**src/rtl/mts_pkg.sv**
```systemverilog
// package for the matrix transform stack: payload types, codes and constants
package mts_pkg;
	localparam int STACK_DEPTH = 16;
	localparam int LVL_W = $clog2(STACK_DEPTH);
	localparam int MAT_N = 4;
	localparam int MAT_ELEMS = 16;
	localparam int ADDR_W = LVL_W + 4;
	localparam logic [31:0] Q_ONE = 32'h0001_0000;

	localparam logic [1:0] FUNC_PUSH = 2'd0;
	localparam logic [1:0] FUNC_POP = 2'd1;
	localparam logic [1:0] FUNC_PEEK = 2'd2;
	localparam logic [1:0] FUNC_INIT = 2'd3;

	localparam logic [1:0] ST_OK = 2'd0;
	localparam logic [1:0] ST_FULL = 2'd1;
	localparam logic [1:0] ST_EMPTY = 2'd2;

	typedef struct packed {
		logic [1:0] func;
		logic [3:0] elem_index;
		logic signed [31:0] elem_value;
	} in_item_t;

	typedef struct packed {
		logic [1:0] status;
		logic [3:0] out_index;
		logic signed [31:0] out_value;
		logic last;
	} out_item_t;

	// controller to datapath
	typedef struct packed {
		logic stage_we;          // write staging element
		logic [3:0] stage_idx;
		logic mac_clear;         // start a new product element
		logic mac_en;            // accumulate one product term
		logic [1:0] mac_k;
		logic [3:0] elem;        // product element / peek element
		logic [LVL_W-1:0] src_lvl;
		logic store_we;          // write rounded product
		logic rd_en;             // read store for peek
	} dp_cmd_t;

	// datapath to controller
	typedef struct packed {
		logic rd_valid;
		logic [31:0] rd_data;
		logic [31:0] mac_result;
	} dp_stat_t;

	function automatic logic [31:0] ident_elem(input logic [3:0] e);
		return (e[3:2] == e[1:0]) ? Q_ONE : 32'd0;
	endfunction
endpackage

```
**src/rtl/mts_ctrl.sv**
```systemverilog
// controller: sequences pushes, pops, peeks and init, drives the result register
module mts_ctrl (
	input  logic clk,
	input  logic arst_n,
	input  logic in_valid,
	output logic in_ready,
	input  mts_pkg::in_item_t in_item,
	output logic out_valid,
	input  logic out_ready,
	output mts_pkg::out_item_t out_item,
	output mts_pkg::dp_cmd_t cmd,
	input  mts_pkg::dp_stat_t stat
);
	import mts_pkg::*;

	localparam logic [2:0] S_IDLE = 3'd0;
	localparam logic [2:0] S_MAC = 3'd1;
	localparam logic [2:0] S_DRAIN = 3'd2;
	localparam logic [2:0] S_PEEK = 3'd3;
	localparam logic [2:0] S_WAIT = 3'd4;

	logic [2:0] state_q;
	logic [LVL_W-1:0] top_q;
	logic [3:0] elem_q;
	logic [1:0] k_q;
	logic [2:0] drain_q;
	logic [3:0] peek_q;
	logic peek_busy_q;
	logic out_valid_q;
	out_item_t out_q;
	logic acc_in, out_free;
	logic push_full, out_load;
	logic [1:0] in_status;

	assign out_free = !out_valid_q || out_ready;
	assign acc_in = in_valid && in_ready;
	assign in_ready = (state_q == S_IDLE) && out_free;
	assign out_valid = out_valid_q;
	assign out_item = out_q;
	assign push_full = (32'(top_q) + 32'd1 >= 32'(STACK_DEPTH));
	assign in_status = (in_item.func == FUNC_PUSH && in_item.elem_index == 4'd15 && push_full) ?
		ST_FULL : (in_item.func == FUNC_POP && top_q == '0) ? ST_EMPTY : ST_OK;

	always_comb begin
		unique case (state_q)
			S_IDLE: out_load = acc_in && ((in_item.func == FUNC_POP) ||
				(in_item.func == FUNC_INIT) ||
				(in_item.func == FUNC_PUSH && in_item.elem_index == 4'd15 && push_full));
			S_DRAIN: out_load = (drain_q == 3'd0) && (elem_q == 4'd15);
			S_PEEK: out_load = peek_busy_q && stat.rd_valid && out_free;
			default: out_load = 1'b0;
		endcase
	end

	always_comb begin
		cmd = '0;
		cmd.src_lvl = top_q;
		cmd.elem = elem_q;
		cmd.mac_k = k_q;
		cmd.stage_idx = in_item.elem_index;
		cmd.stage_we = acc_in && (in_item.func == FUNC_PUSH);
		if (state_q == S_MAC) begin
			cmd.mac_en = 1'b1;
			cmd.mac_clear = (k_q == 2'd0);
		end
		// store the result of element elem_q once its last term has passed the store read, product and accumulator registers
		cmd.store_we = (state_q == S_DRAIN) && (drain_q == 3'd0);
		// keep reading the peek address so the data holds while stalled
		if (state_q == S_PEEK) begin
			cmd.elem = peek_q;
			cmd.rd_en = 1'b1;
		end
	end

	always_ff @(posedge clk or negedge arst_n) begin
		if (!arst_n) begin
			state_q <= S_IDLE;
			top_q <= '0;
			elem_q <= '0;
			k_q <= '0;
			drain_q <= '0;
			peek_q <= '0;
			peek_busy_q <= 1'b0;
			out_valid_q <= 1'b0;
			out_q <= '0;
		end else begin
			out_valid_q <= out_load || (out_valid_q && !out_ready);
			unique case (state_q)
				S_IDLE: begin
					if (acc_in) begin
						out_q <= '{status: in_status, out_index: 4'd0, out_value: 32'sd0,
							last: 1'b1};
						unique case (in_item.func)
							FUNC_PUSH: begin
								if (in_item.elem_index == 4'd15 && !push_full) begin
									elem_q <= '0;
									k_q <= '0;
									state_q <= S_MAC;
								end
							end
							FUNC_POP: begin
								if (top_q != '0)
									top_q <= top_q - 1'b1;
							end
							FUNC_PEEK: begin
								peek_q <= '0;
								peek_busy_q <= 1'b0;
								state_q <= S_PEEK;
							end
							FUNC_INIT: begin
								top_q <= '0;
							end
							default: ;
						endcase
					end
				end
				S_MAC: begin
					k_q <= k_q + 1'b1;
					if (k_q == 2'd3) begin
						drain_q <= 3'd3;
						state_q <= S_DRAIN;
					end
				end
				S_DRAIN: begin
					if (drain_q != 3'd0)
						drain_q <= drain_q - 1'b1;
					else if (elem_q == 4'd15) begin
						top_q <= top_q + 1'b1;
						state_q <= S_WAIT;
					end else begin
						elem_q <= elem_q + 1'b1;
						state_q <= S_MAC;
					end
				end
				S_PEEK: begin
					// one read in flight, then hold result until taken
					if (!peek_busy_q)
						peek_busy_q <= 1'b1;
					else if (stat.rd_valid && out_free) begin
						out_q <= '{status: ST_OK, out_index: peek_q,
							out_value: stat.rd_data, last: (peek_q == 4'd15)};
						peek_busy_q <= 1'b0;
						peek_q <= peek_q + 1'b1;
						if (peek_q == 4'd15)
							state_q <= S_WAIT;
					end
				end
				S_WAIT: state_q <= S_IDLE;
				default: state_q <= S_IDLE;
			endcase
		end
	end
endmodule

```
**config.mk**
```make
export PLATFORM = sky130hd
export DESIGN_NAME = mts_ctrl
export DESIGN_NICKNAME = d
export VERILOG_FILES = /design/src/rtl/mts_pkg.sv /design/src/rtl/mts_ctrl.sv
export SDC_FILE = /design/constraint.sdc
export NUM_CORES = 1
export LEC_CHECK = 0
export ABC_AREA = 1
export CORE_AREA = 4 4 110 60
export DETAILED_ROUTE_END_ITERATION = 16
export DIE_AREA = 0 0 114 64
export DONT_BUFFER_PORTS = 1
export HOLD_SLACK_MARGIN = 0.06
export MAX_ROUTING_LAYER = met4
export PLACE_DENSITY = 0.73
export SYNTH_ARGS = -nofsm -noshare
export SYNTH_HDL_FRONTEND = slang
export SYNTH_SLANG_ARGS = --single-unit
export TNS_END_PERCENT = 20
```
**constraint.sdc**
```tcl
create_clock -name clk -period 2.1 [get_ports clk]
set_input_delay 0.63 -clock clk [delete_from_list [all_inputs] [get_ports clk]]
set_output_delay 0.63 -clock clk [all_outputs]
set_load 0.01 [all_outputs]
```
==> summary.log <==
qor: global_route.grt_first_pass_wirelength 13900 um
qor: job.maxCapViolCount 0
qor: drt.vias_per_cell 5.61
qor: cts.cts-root-to-sink-buffers 2
qor: sta.grt_setup_unrepaired true
qor: sta.setup-violations-final 0
qor: yosys.post_synth_inst_count 420
qor: die.floorplan.io_pins 167
qor: final_layout.register_area 0.00153 mm^2
qor: yosys.syn_area_per_cell 7.86 um^2
qor: yosys.ys_ff_latch 61
qor: worst_setup_path.critPathSlowestCell dfrtp_2
qor: pwr.p_leak 1.97 nW
qor: die.dieArea 0.00730 mm^2
qor: yosys.synth.distinct_cells 33
qor: final_layout.num_antenna_cells 0
qor: yosys.synth_area_leader_cell dfrtp_1
qor: worst_setup_path.critical_path_peak_fanout 10
qor: worst_setup_path.cp_cell_sequence nor2_4 > nand2_4 > nor4_4 > buf_4
qor: worst_setup_path.critical_path_arrival 1.44 ns
qor: placement.placed_cells 485
qor: cts.cts_buffers 9
qor: final_layout.final_cell_mix nand2_1, dfrtp_1, nand3_1, o21ai_0, inv_1
qor: global_route.first_global_vias 2778
qor: final_layout.area_of_the_multi_input_gates 0.00153 mm^2
qor: placement.post_dp_cell_area 0.00335 mm^2
qor: worst_setup_path.crit_path_max_incr_delay 0.47 ns
qor: yosys.post_synth_instance_area 0.00330 mm^2
qor: yosys.net_count_synth 536
qor: sta.finalWorstPathRequiredPeriod 2.07 ns
qor: yosys.synth-seq-area-share 0.462
qor: pwr.total_power 6.11 mW
qor: drt.drtIter0Drc 275
qor: drt.remaining_drc_errors 0
qor: sta.drv_slew 0
qor: cts.clkTransAtPathRegs 0.06 ns
qor: yosys.post_synth_main_area_contributors dfrtp_1, nand2_1, nand3_1, o21ai_0, inv_1
qor: drt.routed_wire_length_per_instance 16.5 um
qor: global_route.grt_antenna_before_repair 0
qor: die.floorplan.initialDensity 0.574
qor: final_layout.layout_commonest_cell nand2_1
qor: drt.antenna_left 0
qor: worst_setup_path.worst-setup-path-type reg2out
qor: sta.maxSlewHeadroom 0.718
qor: pwr.cellPowerDensity 1620 mW/mm^2
qor: cts.clockRootBuffer clkbuf_16
qor: worst_setup_path.timing.critical_path.to_type output port
qor: cts.clock_latency 0.32 ns
qor: die.num_rows 20
qor: final_layout.number_of_nets_at_the_end_of_the_flow 537
qor: sta.worstMarginPinSlew 0.422 ns
qor: worst_setup_path.worstSetupStartpointType flop
qor: drt.detailroute.via_count 2824
qor: cts.clock_tree_from_tritoncts yes
qor: sta.postLayoutSetupSlackWorst 0.0301 ns
qor: sta.timing.final.crit_share 0.986
qor: final_layout.final_area 0.00376 mm^2
qor: min_path.hold_path_class in2async
qor: placement.dp_worst_setup_slack 0.154 ns
qor: global_route.groute.usage.overall 0.248
qor: outcome.outcome complete, no violations
qor: final_layout.flow.area_growth_from_synthesis 13.9%
qor: global_route.total_gr_overflow 0
qor: die.die_x 114 um
qor: die.floorplan.die.height 64 um
qor: pwr.worst_ir_drop_vdd 0.740 mV
qor: drt.drt_wl_total 8320 um
qor: final_layout.final_util 0.654
qor: die.core-area 0.00576 mm^2
qor: global_route.grt_start_max_net_pins 62
qor: sta.fin_skew 0.00601 ns
qor: final_layout.fraction_of_layout_instances_using_a_drive_strength_above_1 0.129
qor: cts.numClockSinks 61
qor: worst_setup_path.worst_ep_required_time 1.47 ns
qor: cts.htreeDepth 3
qor: final_layout.cell_count_final_fillers_out 503
qor: sta.report.final.hold_viol_count 0
qor: placement.portBuffers 0
qor: placement.place_hpwl 5880 um
qor: sta.max_freq 483 MHz
qor: yosys.yosysWarnings 0
qor: yosys.synthDominantCellAreaShare 0.462
qor: drt.drt_first_pass_iters 5
qor: final_layout.fillers 495
qor: placement.gp_routability_congestion 0.921
[kinds of logic (layout without fill, tap and decap cells)]
| family | Yosys count | count (layout) | share of synthesized area |
|---|---|---|---|
| flip-flops | 61 | 61 | 0.462 |
| AND/OR/NAND/NOR | 223 | 223 | 0.302 |
| XOR/XNOR | 2 | 2 | 0.00531 |
| buffers and inverters | 57 | 63 | 0.0860 |
| AO/OA/AOI/OAI | 68 | 68 | 0.110 |
| adder cells (fa/ha/maj) | 9 | 9 | 0.0341 |
[worst paths after layout]
kind	startpoint	endpoint	slack (ns)	depth (start not counted)
max	state_q[0]$_DFFE_PN0P_	cmd[18]	0.03	4
min	arst_n	out_item[5]$_DFFE_PN0P_	0.17	1
max reg2reg	state_q[1]$_DFFE_PN0P_	elem_q[1]$_DFFE_PN0P_	0.39	7
min reg2reg	peek_busy_q$_DFFE_PN0P_	peek_busy_q$_DFFE_PN0P_	0.50	1
max in group asynchronous	arst_n	state_q[0]$_DFFE_PN0P_	1.64	1
min in group clk	stat[52]	out_item[21]$_DFFE_PN0P_	0.45	2
[flip-flops by register name (all words and copies together), names as in the netlist]
register     count
elem_q           4
peek_busy_q      1
top_q            4
state_q          3
out_item        39
k_q              2
out_valid        1
drain_q          3
peek_q           4
[routing by layer]
| metal | global-route usage | vias up | wire (um) |
|---|---|---|---|
| met4 | 0.0578 | 0 | 53 |
| met2 | 0.339 | 106 | 3620 |
| met5 | - | - | 0 |
| li1 | - | 1362 | - |
| met1 | 0.358 | 1348 | 3890 |
| met3 | 0.0795 | 8 | 756 |
[Yosys cell counts]
| cell | number |
|---|---|
| a21o_1 | 1 |
| a21oi_1 | 2 |
| a21oi_4 | 1 |
| a22oi_1 | 1 |
| a31oi_1 | 1 |
| buf_1 | 2 |
| buf_2 | 8 |
| buf_4 | 5 |
| buf_6 | 5 |
| clkbuf_2 | 3 |
| dfrtp_1 | 61 |
| ha_1 | 9 |
| inv_1 | 31 |
| inv_2 | 3 |
| nand2_1 | 121 |
| nand2_2 | 3 |
| nand2_4 | 1 |
| nand3_1 | 53 |
| nand3_2 | 2 |
| nand3b_1 | 1 |
| nand4_1 | 3 |
| nor2_1 | 28 |
| nor2_2 | 4 |
| nor2_4 | 3 |
| nor2_8 | 1 |
| nor3_1 | 1 |
| nor4_1 | 1 |
| o21a_1 | 1 |
| o21ai_0 | 45 |
| o21ai_1 | 15 |
| o21ai_2 | 1 |
| or2_2 | 1 |
| xor2_1 | 2 |
[area by class of cell]
cell class              count  area share
clock inverters             6      0.0296
multi-input cells         302       0.406
clock buffers              10      0.0609
well taps                  77      0.0256
inverters                  34      0.0339
repair buffers             13      0.0379
flip-flops and latches     61       0.406
[where the power goes]
part           switching, mW  internal [mW]  leakage [nW]
combinational           1.69          0.787          1.00
clock                  0.524           1.16         0.163
sequential             0.440           1.50         0.807
[stage by stage]
stage | TNS (ns) | hold slack, ns
5_1_grt | -0.0285 | 0.188
3_3_place_gp | 0 | 0.335
4_1_cts | -0.0131 | 0.188
6_report | 0 | 0.172
2_1_floorplan | 0 | 0.334
3_5_place_dp | 0 | 0.336
[worst max-delay path, delay by kind of cell, from the launching register on]
kind	cells	cell delay (ns)
flops	1	0.47
buf+inv	1	0.16
simple gates	3	0.48
[what timing repair did]
| action | 4_1_cts | 5_1_grt |
|---|---|---|
| hold buffers | 1 | 0 |
| hold endpoints to repair | 61 | 0 |
| pin swaps | 1 | 2 |
| buffers inserted | 0 | 1 |
| resized for setup | 5 | 8 |
| endpoints found under the setup margin | 6 | 9 |
Note: power is estimated with default switching activity, not from simulation.
